File: config.mk
export PLATFORM = sky130hd
export DESIGN_NAME = pfct_ctrl
export DESIGN_NICKNAME = d
export VERILOG_FILES = /design/src/pfct_pkg.sv /design/src/pfct_ctrl.sv
export SDC_FILE = /design/constraint.sdc
export NUM_CORES = 1
export LEC_CHECK = 0
export BUFFER_PORTS_ARGS = -buffer_cell sky130_fd_sc_hd__buf_4
export CORE_ASPECT_RATIO = 0.5
export CORE_MARGIN = 1
export CORE_UTILIZATION = 49
export DETAILED_ROUTE_END_ITERATION = 6
export GPL_ROUTABILITY_DRIVEN = 0
export HOLD_SLACK_MARGIN = 0.08
export PLACE_DENSITY = 0.75
export SLEW_MARGIN = 20
export SYNTH_ARGS = -nofsm -noshare
export SYNTH_HDL_FRONTEND = slang
export SYNTH_SLANG_ARGS = --single-unit
File: constraint.sdc
create_clock -name clk -period 2.2 [get_ports clk]
set_input_delay 0.22 -clock clk [delete_from_list [all_inputs] [get_ports clk]]
set_output_delay 0.22 -clock clk [all_outputs]
set_load 0.005 [all_outputs]
File: src/pfct_pkg.sv
// Shared types, codes and constants of the potential field contour test core.
package pfct_pkg;

    localparam int CFG_INDEX_W   = 3;
    localparam int CFG_DATA_W    = 28;
    localparam int EXP_INT_LIMIT = 24;
    localparam int SQRT_STEPS    = 17;
    localparam int NBR_COUNT     = 8;

    localparam logic [1:0] FUNC_ADD   = 2'd0;
    localparam logic [1:0] FUNC_CLEAR = 2'd1;
    localparam logic [1:0] FUNC_QUERY = 2'd2;
    localparam logic [1:0] FUNC_SPARE = 2'd3;

    localparam logic [1:0] ROT_0   = 2'd0;
    localparam logic [1:0] ROT_90  = 2'd1;
    localparam logic [1:0] ROT_180 = 2'd2;
    localparam logic [1:0] ROT_270 = 2'd3;

    localparam logic [CFG_INDEX_W-1:0] CFG_ROTATION  = 3'd0;
    localparam logic [CFG_INDEX_W-1:0] CFG_WIDTH     = 3'd1;
    localparam logic [CFG_INDEX_W-1:0] CFG_HEIGHT    = 3'd2;
    localparam logic [CFG_INDEX_W-1:0] CFG_AMPLITUDE = 3'd3;
    localparam logic [CFG_INDEX_W-1:0] CFG_DECAY     = 3'd4;
    localparam logic [CFG_INDEX_W-1:0] CFG_THRESHOLD = 3'd5;

    typedef struct packed {
        logic [1:0]  func;
        logic [10:0] x_coord;
        logic [10:0] y_coord;
    } in_t;

    typedef struct packed {
        logic               is_contour;
        logic signed [27:0] penalty;
        logic [4:0]         stored_points;
        logic               dropped;
    } out_t;

    typedef struct packed {
        logic       capture;
        logic       add;
        logic       clear;
        logic       eval_start;
        logic       center;
        logic [2:0] nbr;
        logic       sq1;
        logic       sq2;
        logic       sqrt_step;
        logic       exp_mul;
        logic       rom_read;
        logic       w_mul;
        logic       a_mul;
        logic       acc_add;
        logic       sat;
        logic       keep_center;
        logic       set_contour;
        logic       out_load;
    } cmd_t;

    typedef struct packed {
        logic empty;
        logic last;
        logic above;
        logic below;
        logic out_free;
    } status_t;

endpackage

File: src/pfct_ctrl.sv
// Sequencer of the potential field contour test core.
module pfct_ctrl (
    input  logic             clk,
    input  logic             rst_n,
    input  logic             in_valid,
    input  logic [1:0]       in_func,
    output logic             in_stall,
    input  pfct_pkg::status_t st,
    output pfct_pkg::cmd_t   cmd
);
    import pfct_pkg::*;

    typedef enum logic [15:0] {
        S_IDLE   = 16'h0001,
        S_ADD    = 16'h0002,
        S_CLEAR  = 16'h0004,
        S_FIN    = 16'h0008,
        S_EVAL   = 16'h0010,
        S_FETCH  = 16'h0020,
        S_SQ1    = 16'h0040,
        S_SQ2    = 16'h0080,
        S_SQRT   = 16'h0100,
        S_EXPM   = 16'h0200,
        S_ROMR   = 16'h0400,
        S_WMUL   = 16'h0800,
        S_AMUL   = 16'h1000,
        S_ACC    = 16'h2000,
        S_SAT    = 16'h4000,
        S_DECIDE = 16'h8000
    } state_t;

    state_t     state_reg, state_next;
    logic [2:0] nbr_reg, nbr_next;
    logic       center_reg, center_next;
    logic [4:0] step_reg, step_next;

    assign in_stall = (state_reg != S_IDLE);

    always_comb
    begin
        state_next  = state_reg;
        nbr_next    = nbr_reg;
        center_next = center_reg;
        step_next   = step_reg;
        cmd         = '0;
        cmd.center  = center_reg;
        cmd.nbr     = nbr_reg;
        unique case (state_reg)
            S_IDLE:
            begin
                if (in_valid)
                begin
                    cmd.capture = 1'b1;
                    center_next = 1'b1;
                    nbr_next    = '0;
                    case (in_func)
                        FUNC_ADD:   state_next = S_ADD;
                        FUNC_CLEAR: state_next = S_CLEAR;
                        FUNC_QUERY: state_next = S_EVAL;
                        default:    state_next = S_FIN;
                    endcase
                end
            end
            S_ADD:
            begin
                cmd.add    = 1'b1;
                state_next = S_FIN;
            end
            S_CLEAR:
            begin
                cmd.clear  = 1'b1;
                state_next = S_FIN;
            end
            S_EVAL:
            begin
                cmd.eval_start = 1'b1;
                state_next     = st.empty ? S_SAT : S_FETCH;
            end
            S_FETCH: state_next = S_SQ1;
            S_SQ1:
            begin
                cmd.sq1    = 1'b1;
                state_next = S_SQ2;
            end
            S_SQ2:
            begin
                cmd.sq2    = 1'b1;
                step_next  = '0;
                state_next = S_SQRT;
            end
            S_SQRT:
            begin
                cmd.sqrt_step = 1'b1;
                step_next     = step_reg + 5'd1;
                if (step_reg == 5'(SQRT_STEPS - 1))
                begin
                    state_next = S_EXPM;
                end
            end
            S_EXPM:
            begin
                cmd.exp_mul = 1'b1;
                state_next  = S_ROMR;
            end
            S_ROMR:
            begin
                cmd.rom_read = 1'b1;
                state_next   = S_WMUL;
            end
            S_WMUL:
            begin
                cmd.w_mul  = 1'b1;
                state_next = S_AMUL;
            end
            S_AMUL:
            begin
                cmd.a_mul  = 1'b1;
                state_next = S_ACC;
            end
            S_ACC:
            begin
                cmd.acc_add = 1'b1;
                state_next  = st.last ? S_SAT : S_FETCH;
            end
            S_SAT:
            begin
                cmd.sat    = 1'b1;
                state_next = S_DECIDE;
            end
            S_DECIDE:
            begin
                if (center_reg)
                begin
                    cmd.keep_center = 1'b1;
                    center_next     = 1'b0;
                    nbr_next        = '0;
                    state_next      = st.above ? S_EVAL : S_FIN;
                end
                else if (st.below)
                begin
                    cmd.set_contour = 1'b1;
                    state_next      = S_FIN;
                end
                else if (nbr_reg == 3'(NBR_COUNT - 1))
                begin
                    state_next = S_FIN;
                end
                else
                begin
                    nbr_next   = nbr_reg + 3'd1;
                    state_next = S_EVAL;
                end
            end
            S_FIN:
            begin
                if (st.out_free)
                begin
                    cmd.out_load = 1'b1;
                    state_next   = S_IDLE;
                end
            end
            default: state_next = S_IDLE;
        endcase
    end

    always_ff @(posedge clk or negedge rst_n)
    begin
        if (!rst_n)
        begin
            state_reg  <= S_IDLE;
            nbr_reg    <= '0;
            center_reg <= 1'b0;
            step_reg   <= '0;
        end
        else
        begin
            state_reg  <= state_next;
            nbr_reg    <= nbr_next;
            center_reg <= center_next;
            step_reg   <= step_next;
        end
    end

endmodule

==> results.md, run 1 <==
- CP most frequent cell: or4_4
- Max reg flops: 16
- Vias in the first global route: about 1400
- Final period util: 104%
- Total Power: about 1.7 mW
- Synth cell types: 48
- Worst path buffer plus inverter count: 1
- CTS tree: done
- Seq/Total Area, Yosys: a little under 40%
- ANT cells: 0
- Failing checks: setup timing
- Clk sinks: 25
- Total die area: about 0.0035 mm²
- Area growth syn-to-layout: 35.8%
- Synth Area in Adders: between 3 and 4%
- Leak: around 1.0 nW
- Area of the multi-input gates: around 0.0010 mm²
- Most used flip-flop cell after synthesis: dfrtp_1
- Ports: 31
- Cts bufs inserted: 3
- Critical Path Fanout Max: 3
- Area of the core: between 0.003 and 0.004 mm²
- Post-Layout Cell Count: roughly 260
- Final setup vio count: 3
- Post-synthesis register bit count: 25
- Critical path class: reg -> out
- Compound-cell area share of the yosys netlist: 10.1%
- Critical path's top delay family: simple AND/OR/NAND/NOR gates
- H-Tree Depth: 1
- Placed inst area: about 0.0020 mm²
- Pin count of the biggest net entering global routing: 26
- Post-route ant nets: 0
- Crit end category: primary output
- Port bufs: 30
- Wirelength, routed: approximately 3900 µm
- RSZ-0062 raised after global routing: yes
- Simple-Gate Fraction of Synth Area: between 30% and 40%
- GRT Util Overall: between 20% and 30%
- Max Freq: about 440 MHz
- Async S/R FF share, synth: 100%
- Initial antenna violation count: 0
- Starting Density: a little over half
- EDFF count, synth: 0
- Chip Width: ~83 µm
- Clk buf depth: 2
- DRC: 0
- HPWL Detailed: approximately 2800 µm
- CP max stage delay: around 0.56 ns
- Root Driver: clkbuf_8
- # rows: 14
- Placed insts: approximately 250
- DR vias/cell: roughly 5.8
- Multiplexer area fraction after synthesis: 2.09%
- Crit-path cells: or4_4, or4_4, nor3b_2, buf_4
- Pwr Density: between 700 and 800 mW/mm²
- Die Y-Extent: ~43 µm
- DRT Pass-1 Iters: 4
- Gr ovfl total: 0
- Slew HR: 68.8%
- WHS: approximately 0.11 ns
- Final setup margin: -0.0776 ns
- Largest family of logic cells by synthesized area: simple AND/OR/NAND/NOR gates
- Critical path's slowest cell: or4_4
- Post-Syn Area: 0.00162 mm²
- DR iter-0 viols: 160
- Fin. max-slew vios: 0
- Min-delay worst type: in -> reg
- Clock skew: about 0.0054 ns
- CTS clk-pin slew, worst paths: 0.10 ns
- Share of layout cells above drive strength 1: between 40% and 50%
- Mapped Nets: approximately 190
- Worst slack, placed: ~0.057 ns
- Post-route cell area: between 0.002 and 0.0025 mm²
- Critical Path AT: between 2 and 2.5 ns
- Nets: 237
- CP required: approximately 2.0 ns
- Synth Area in XOR/XNOR: 3.79%
- First-pass GRT wire length: roughly 6500 µm
- Worst-Margin Slew: 0.464 ns
- Syn Area/Cell: approximately 9.5 µm²
- Fill cell count: between 200 and 250
- Final hold vios: 0
- FF+latch area: approximately 630 µm²
- YS warnings: 0
- Worst-Skew Late Latency: 0.28 ns
- Synth Instances: between 150 and 200
- Max VDD drop: approximately 0.00042 V
- Startpoint types: register
- Status: complete, but fails checks
- WL/cell: 15.1 µm
- Max Cap Viol: 0
- Final worst path period need: 2.28 ns
- Vias: 1513
-- worst reg2reg max path, stage by stage, from the launching register on --
cell,delay (ns)
dfrtp_1,0.43
or4_4,0.59
nor4_4,0.22
o211ai_1,0.16
a21oi_2,0.23
mux2_2,0.36
-- logic make-up (layout without fill, tap and decap cells) --
group | count (synthesis) | count (layout)
simple gates | 89 | 89
flops | 25 | 25
compound gates | 23 | 23
buf+inv | 20 | 71
xor+xnor | 7 | 7
fa+ha+maj | 4 | 4
mux | 3 | 3
-- cell usage in the layout, fill, tap and decap left out, types with 2 or more instances in the layout --
master     n
nand2_2    2
nor4_4     4
o21bai_1   2
mux2_2     3
inv_1     11
nand4_1    2
o21ai_0    8
nor4_1     3
nand4b_1   2
nor4b_1    3
nor3b_1    7
nor4_2     2
nor2_2     2
nor2_1    13
buf_4     55
and3_1     6
xnor2_1    4
dfrtp_1   24
nand3_1    6
nor3b_2    2
or4_4      4
clkbuf_8   3
nor3_1     9
nand2_1    7
ha_1       4
and4b_2    3
xor2_1     3
nor2_4     2
a22o_1     2
-- layer usage --
metal	part of all wire [%]	global-route usage, %
met4	0.58	5.17
met3	5.7	6.89
met5	0	0
met1	49	32.6
met2	45	37.0
-- power by group --
group	total, mW	switching [mW]	internal, mW
clock network	0.287	0.160	0.127
registers	0.562	0.0587	0.503
logic	0.894	0.465	0.430
total	1.74	0.683	1.06
-- worst paths after layout --
check / from / to / slack [ns] / depth (start not counted)
setup / recovery: state_reg[9] / cmd[6] / -0.08 / 4
hold / removal: st[4] / state_reg[5] / 0.11 / 2
setup reg to reg: state_reg[3] / nbr_reg[2] / 0.10 / 5
hold reg to reg: step_reg[2] / step_reg[2] / 0.55 / 1
max in group asynchronous: rst_n / state_reg[0] / 1.52 / 2
min in group asynchronous: rst_n / state_reg[10] / 0.37 / 2
-- stage by stage --
step	TNS [ns]	util, %
final	-0.156	71.7
after floorplan	0	-
after global placement	0	64.6
after detailed placement	0	64.6
after CTS	-0.154	68.9
after global routing	-0.617	71.7
-- layout make-up --
type / count / area share, %
clock buffer: 3 / 1.88
sequential: 25 / 28.5
timing repair buffer: 56 / 19.2
multi-input combinational: 126 / 46.0
inverter: 11 / 1.88
tap: 40 / 2.28
clock inverter: 1 / 0.228
-- timing repair --
item / CTS / global route
endpoints found under the hold margin: 24 / 0
pin swaps: 4 / 4
endpoints found under the setup margin: 11 / 17
hold buffers: 1 / 0
gates resized for setup: 10 / 11
buffers inserted: 3 / 3
-- synthesized netlist by cell type, types with 2 or more instances --
cell	instances	area share (%)
buf_4	2	0.93
nand2_1	8	1.9
or3_1	2	0.77
xnor2_1	4	2.2
or4_4	3	2.1
nor3b_1	9	4.2
and4b_2	3	2.1
buf_2	4	1.2
nor4_1	5	1.9
nand4_1	2	0.77
nor4b_1	5	2.7
ha_1	4	3.1
xor2_1	3	1.6
nor3_1	9	2.8
o21ai_0	8	2.5
and3_1	6	2.3
nand4b_1	2	1.1
a22o_1	2	1.1
nor4_2	3	2.3
nand3_1	7	2.2
dfrtp_1	24	37
inv_1	11	2.6
nor2_1	17	3.9
o21bai_1	2	0.93
mux2_2	3	2.1
(Power assumes the default switching activity.)
==> inputs of run 2 (changes only) <==
PLACE_DENSITY = 0.78   (was 0.75)
==> results.md, run 2 (synthesized netlist as in run 1, its figures left out) <==
- Final worst path period need: 2.32 ns (+0.0448 ns)
- Commonest cells after routing, fill and taps aside: buf_4 (60), dfrtp_1 (21), nor2_1 (13)
- Final setup margin: -0.122 ns (-0.0448 ns)
- Cts bufs inserted: 3 (unchanged)
- Post-route cell area: 0.00234 mm² (+6.4%)
- Most common cell after layout, fill and taps aside: buf_4
- Crit end category: primary output
- Max Freq: 431 MHz (-1.9%)
- Critical Path Fanout Max: 4 (+1)
- Wirelength, routed: 4410 µm (+12%)
- Leak: 1.11 nW (+6.0%)
- Max Cap Viol: 0 (unchanged)
- Final setup vio count: 4 (+1)
- H-Tree Depth: 1 (unchanged)
- Clk sinks: 25 (unchanged)
- Fill cell count: 213 (-14%)
- Total Power: 1.84 mW (+5.8%)
- Max VDD drop: 0.000627 V (+49%)
- GRT Util Overall: 26.0% (+2.4 points)
- Post-Layout Cell Count: 271 (+3.4%)
- Worst-Margin Slew: 0.467 ns (+0.00232 ns)
- R2R depth: 5 (unchanged)
- RSZ-0062 raised after global routing: yes
- Root Driver: clkbuf_8
- CP required: 1.98 ns (about the same)
- WHS: 0.102 ns (-0.00373 ns)
- Pin count of the biggest net entering global routing: 26 (unchanged)
- First-pass GRT wire length: 7110 µm (+9.7%)
- Pwr Density: 789 mW/mm² (-0.58%)
- Final period util: 106% (+2.0 points)
- Vias: 1579 (+4.4%)
- Placed inst area: 0.00199 mm² (+0.38%)
- Area growth syn-to-layout: 44.5%
- Setup TNS: -0.264 ns (-0.108 ns)
- Gr ovfl total: 0 (unchanged)
- Die Y-Extent: 42.6 µm (unchanged)
- Port bufs: 30 (unchanged)
- Chip Width: 83.3 µm (unchanged)
- DR iter-0 viols: 153 (-4.4%)
- Failing checks: setup timing
- WL/cell: 16.3 µm (+8.0%)
- Area of the core: 0.00307 mm² (unchanged)
- Share of layout cells above drive strength 1: 47.6% (+5.3 points)
- Nets: 246 (+3.8%)
- Total die area: 0.00355 mm² (unchanged)
- Ports: 31 (unchanged)
- Critical path class: reg -> out
- DRC: 0 (unchanged)
- Startpoint types: register
- Final hold vios: 0 (unchanged)
- Post-route ant nets: 0 (unchanged)
- DRT Pass-1 Iters: 4 (unchanged)
- Worst-Skew Late Latency: 0.28 ns (about the same)
- Min-Delay Path Depth: 2 (unchanged)
- Status: complete, but fails checks
- Starting Density: 52.8% (unchanged)
- Initial antenna violation count: 0 (unchanged)
- Max reg flops: 16 (unchanged)
- ANT cells: 0 (unchanged)
- # rows: 14 (unchanged)
- Slew HR: 68.7% (-0.11 points)
- Vias in the first global route: 1475 (+8.2%)
- Min-delay worst type: in -> reg
- DR vias/cell: 5.83 (+0.90%)
- Placed insts: 252 (+0.40%)
- CTS clk-pin slew, worst paths: 0.09 ns (about the same)
- Critical Path AT: 2.10 ns (+0.04 ns)
- Fin. max-slew vios: 0 (unchanged)
- CTS tree: done
- Clock skew: 0.00632 ns (+0.000906 ns)
- Clk buf depth: 2 (unchanged)
- HPWL Detailed: 2970 µm (+5.9%)
run 2: worst max-delay path: stages (launching register included):
cell and delay (ns):
dfrtp_1 0.39, or4_4 0.58, or4_4 0.53, nor3b_2 0.20, buf_4 0.13
run 2: area by class of cell:
cell class / instances / area [µm²] / area share (%)
timing repair buffer: 65 / 505 / 21.6
inverter: 11 / 41.3 / 1.77
multi-input combinational: 126 / 1060 / 45.4
sequential: 25 / 631 / 27.0
clock inverter: 1 / 7.51 / 0.321
clock buffer: 3 / 41.3 / 1.77
tap: 40 / 50.0 / 2.14
run 2: per-layer routing:
layer | vias to the layer above | global-route usage, % | share of wire [%]
li1 | 750 | - | -
met1 | 769 | 34.8 | 44
met2 | 52 | 43.3 | 48
met3 | 8 | 6.50 | 5.8
met4 | 0 | 5.52 | 1.5
met5 | - | 0 | 0
run 2: worst paths after layout:
| path | startpoint | endpoint | slack [ns] |
|---|---|---|---|
| max | state_reg[7] | cmd[6] | -0.12 |
| min | in_func[0] | state_reg[1] | 0.10 |
| max reg2reg | state_reg[3] | nbr_reg[2] | 0.10 |
| min reg2reg | step_reg[2] | step_reg[2] | 0.55 |
| max in group asynchronous | rst_n | state_reg[0] | 1.53 |
| min in group asynchronous | rst_n | step_reg[4] | 0.37 |
run 2: repair_timing:
item | 4_1_cts | 5_1_grt
endpoints found under the setup margin | 8 | 14
resized for setup | 15 | 21
setup buffers | 10 | 4
gates cloned | 0 | 0
hold buffers | 1 | 0
pin swaps | 4 | 10
hold endpoints to repair | 24 | 0
run 2: metrics by stage:
stage	setup WS (ns)	utilization [%]
finish	-0.122	76.2
global route	-0.192	76.2
CTS	-0.0539	71.6
detailed placement	0.0624	64.9
global placement	0.118	64.9
floorplan	0.102	-
run 2: power breakdown:
part           switching [mW]  internal (mW)
Combinational           0.501          0.478
Clock                   0.156          0.129
Sequential             0.0745          0.505
Total                   0.731           1.11
==> inputs of run 3 (changes only) <==
CAP_MARGIN = 0   (was not set)
RECOVER_POWER = 100   (was not set)
==> results.md, run 3 (synthesized netlist as in run 1, its figures left out) <==
- Status: complete, but fails checks
- Failing checks: setup timing
- Starting Density: 52.8% (unchanged)
- Sw Pwr: 0.725 mW (-0.81%)
- Leak: 1.10 nW (-1.1%)
- Commonest cells after routing, fill and taps aside: buf_4 (55), dfrtp_1 (21), nor2_1 (13)
- Critical path class: reg -> out
- Worst-Skew Late Latency: 0.27 ns (about the same)
- Max VDD drop: 0.000625 V (-0.25%)
- Port bufs: 30 (unchanged)
- H-Tree Depth: 1 (unchanged)
- Most common cell after layout, fill and taps aside: buf_4
- Final hold vios: 0 (unchanged)
- RSZ-0062 raised after global routing: yes
- Ports: 31 (unchanged)
- Switching share of power: 39.6% (-0.062 points)
- Final setup margin: -0.116 ns (+0.00642 ns)
- Worst-Margin Slew: 1.37 ns (+0.908 ns)
- Max reg flops: 16 (unchanged)
- CTS tree: done
- Min-delay worst type: in -> reg
- Fill cell count: 217 (+1.9%)
- Clock skew: 0.00519 ns (-0.00113 ns)
- Pin count of the biggest net entering global routing: 26 (unchanged)
- Wirelength, routed: 4400 µm (-0.18%)
- Pwr Density: 790 mW/mm² (+0.15%)
- Share of layout cells above drive strength 1: 46.8% (-0.87 points)
- GRT Util Overall: 26.0% (unchanged)
- Max Freq: 432 MHz (+0.28%)
- DRT Pass-1 Iters: 4 (unchanged)
- Root Driver: clkbuf_8
- Max Cap Viol: 0 (unchanged)
- Critical path's slowest cell: or4_4
- Vias in the first global route: 1475 (unchanged)
- Clk sinks: 25 (unchanged)
- Total Power: 1.83 mW (-0.66%)
- Chip Width: 83.3 µm (unchanged)
- Nets: 246 (unchanged)
- CP max stage delay: 0.58 ns (about the same)
- Post-layout util: 75.6% (-0.61 points)
- DRC: 0 (unchanged)
- Startpoint types: register
- Vias: 1599 (+1.3%)
- Seq pwr share: 31.6% (+0.2 points)
- Clock power share: 15.4% (about the same)
- Area growth syn-to-layout: 43.3%
- Worst slack, placed: 0.0624 ns (unchanged)
- Fin. max-slew vios: 0 (unchanged)
- Final worst path period need: 2.32 ns (-0.00642 ns)
- Area of the core: 0.00307 mm² (unchanged)
- Total die area: 0.00355 mm² (unchanged)
- Cts bufs inserted: 3 (unchanged)
- HPWL Detailed: 2970 µm (unchanged)
- CP required: 1.98 ns (about the same)
- Final setup vio count: 4 (unchanged)
- Gr ovfl total: 0 (unchanged)
- Comb power frac: 53.0% (about the same)
- # rows: 14 (unchanged)
- ANT cells: 0 (unchanged)
- Final period util: 105% (-0.29 points)
- Critical Path AT: 2.10 ns (about the same)
- First-pass GRT wire length: 7110 µm (unchanged)
- Internal power: 1.11 mW (-0.55%)
- WL/cell: 16.2 µm (-0.18%)
- Initial antenna violation count: 0 (unchanged)
- CTS clk-pin slew, worst paths: 0.09 ns (about the same)
- DR vias/cell: 5.90 (+1.3%)
- Crit-path cells: or4_4, or4_4, nor3b_2, buf_4
- Slew HR: 8.37% (-60 points)
- CP most frequent cell: or4_4
- R2R Setup Slk: 0.10 ns (about the same)
- Crit end category: primary output
- WHS: 0.106 ns (+0.00362 ns)
- Post-route ant nets: 0 (unchanged)
- Critical Path Fanout Max: 4 (unchanged)
- Die Y-Extent: 42.6 µm (unchanged)
- Clk buf depth: 2 (unchanged)
- DR iter-0 viols: 136 (-11%)
-- run 3: cell types whose count changed in the layout (fill, tap and decap cells not counted), sizes merged --
cell and change:
buf -5, clkbuf +5
-- run 3: per-layer routing --
metal / vias up / GRT usage, % / wire (µm)
met1: 788 / 34.8 / 1930
met5: - / 0 / 0
li1: 754 / - / -
met2: 51 / 43.3 / 2140
met3: 6 / 6.50 / 287
met4: 0 / 5.52 / 44
-- run 3: through the flow --
step	instance area [µm²]	setup TNS [ns]	std cells
after floorplan	1620	0	171
after global placement	1990	0	252
after detailed placement	1990	0	252
after CTS	2190	-0.138	267
after global routing	2320	-1.75	271
final	2320	-0.251	271
-- run 3: critical path, delay by kind of cell (launching register included) --
kind	cells	cell delay, ns
buffers and inverters	1	0.13
DFF	1	0.39
and+or+nand+nor	3	1.31
-- run 3: worst paths after layout --
check,start,endpoint,cells past startpoint
max reg2reg,state_reg[3],nbr_reg[2],5
max in group asynchronous,rst_n,state_reg[4],2
min in group asynchronous,rst_n,step_reg[2],2
max,state_reg[7],cmd[6],4
min reg2reg,step_reg[2],step_reg[2],1
min,in_func[0],state_reg[1],2
-- run 3: repair_timing --
item / 4_1_cts / 5_1_grt
pin swaps: 4 / 10
gates cloned: 0 / 0
gates resized for setup: 15 / 21
endpoints found under the setup margin: 8 / 14
setup buffers: 10 / 4
endpoints found under the hold margin: 24 / 0
hold buffers: 1 / 0
-- run 3: layout make-up --
cell class / count / area, µm² / area share (%)
clock buffer: 3 / 41.3 / 1.78
clock inverter: 1 / 7.51 / 0.324
inverter: 11 / 41.3 / 1.78
multi-input combinational: 126 / 1050 / 45.1
sequential: 25 / 631 / 27.2
tap: 40 / 50.0 / 2.16
timing repair buffer: 65 / 502 / 21.6
-- run 3: power groups by stage --
| stage | Combinational (mW) | Clock (mW) | Sequential, mW |
|---|---|---|---|
| final | 0.971 | 0.282 | 0.579 |
| after floorplan | 0.468 | 0 | 0.546 |
| after CTS | 0.835 | 0.288 | 0.558 |
| after global placement | 0.695 | 0 | 0.560 |
| after global routing | 1.04 | 0.309 | 0.583 |
| after detailed placement | 0.710 | 0 | 0.566 |
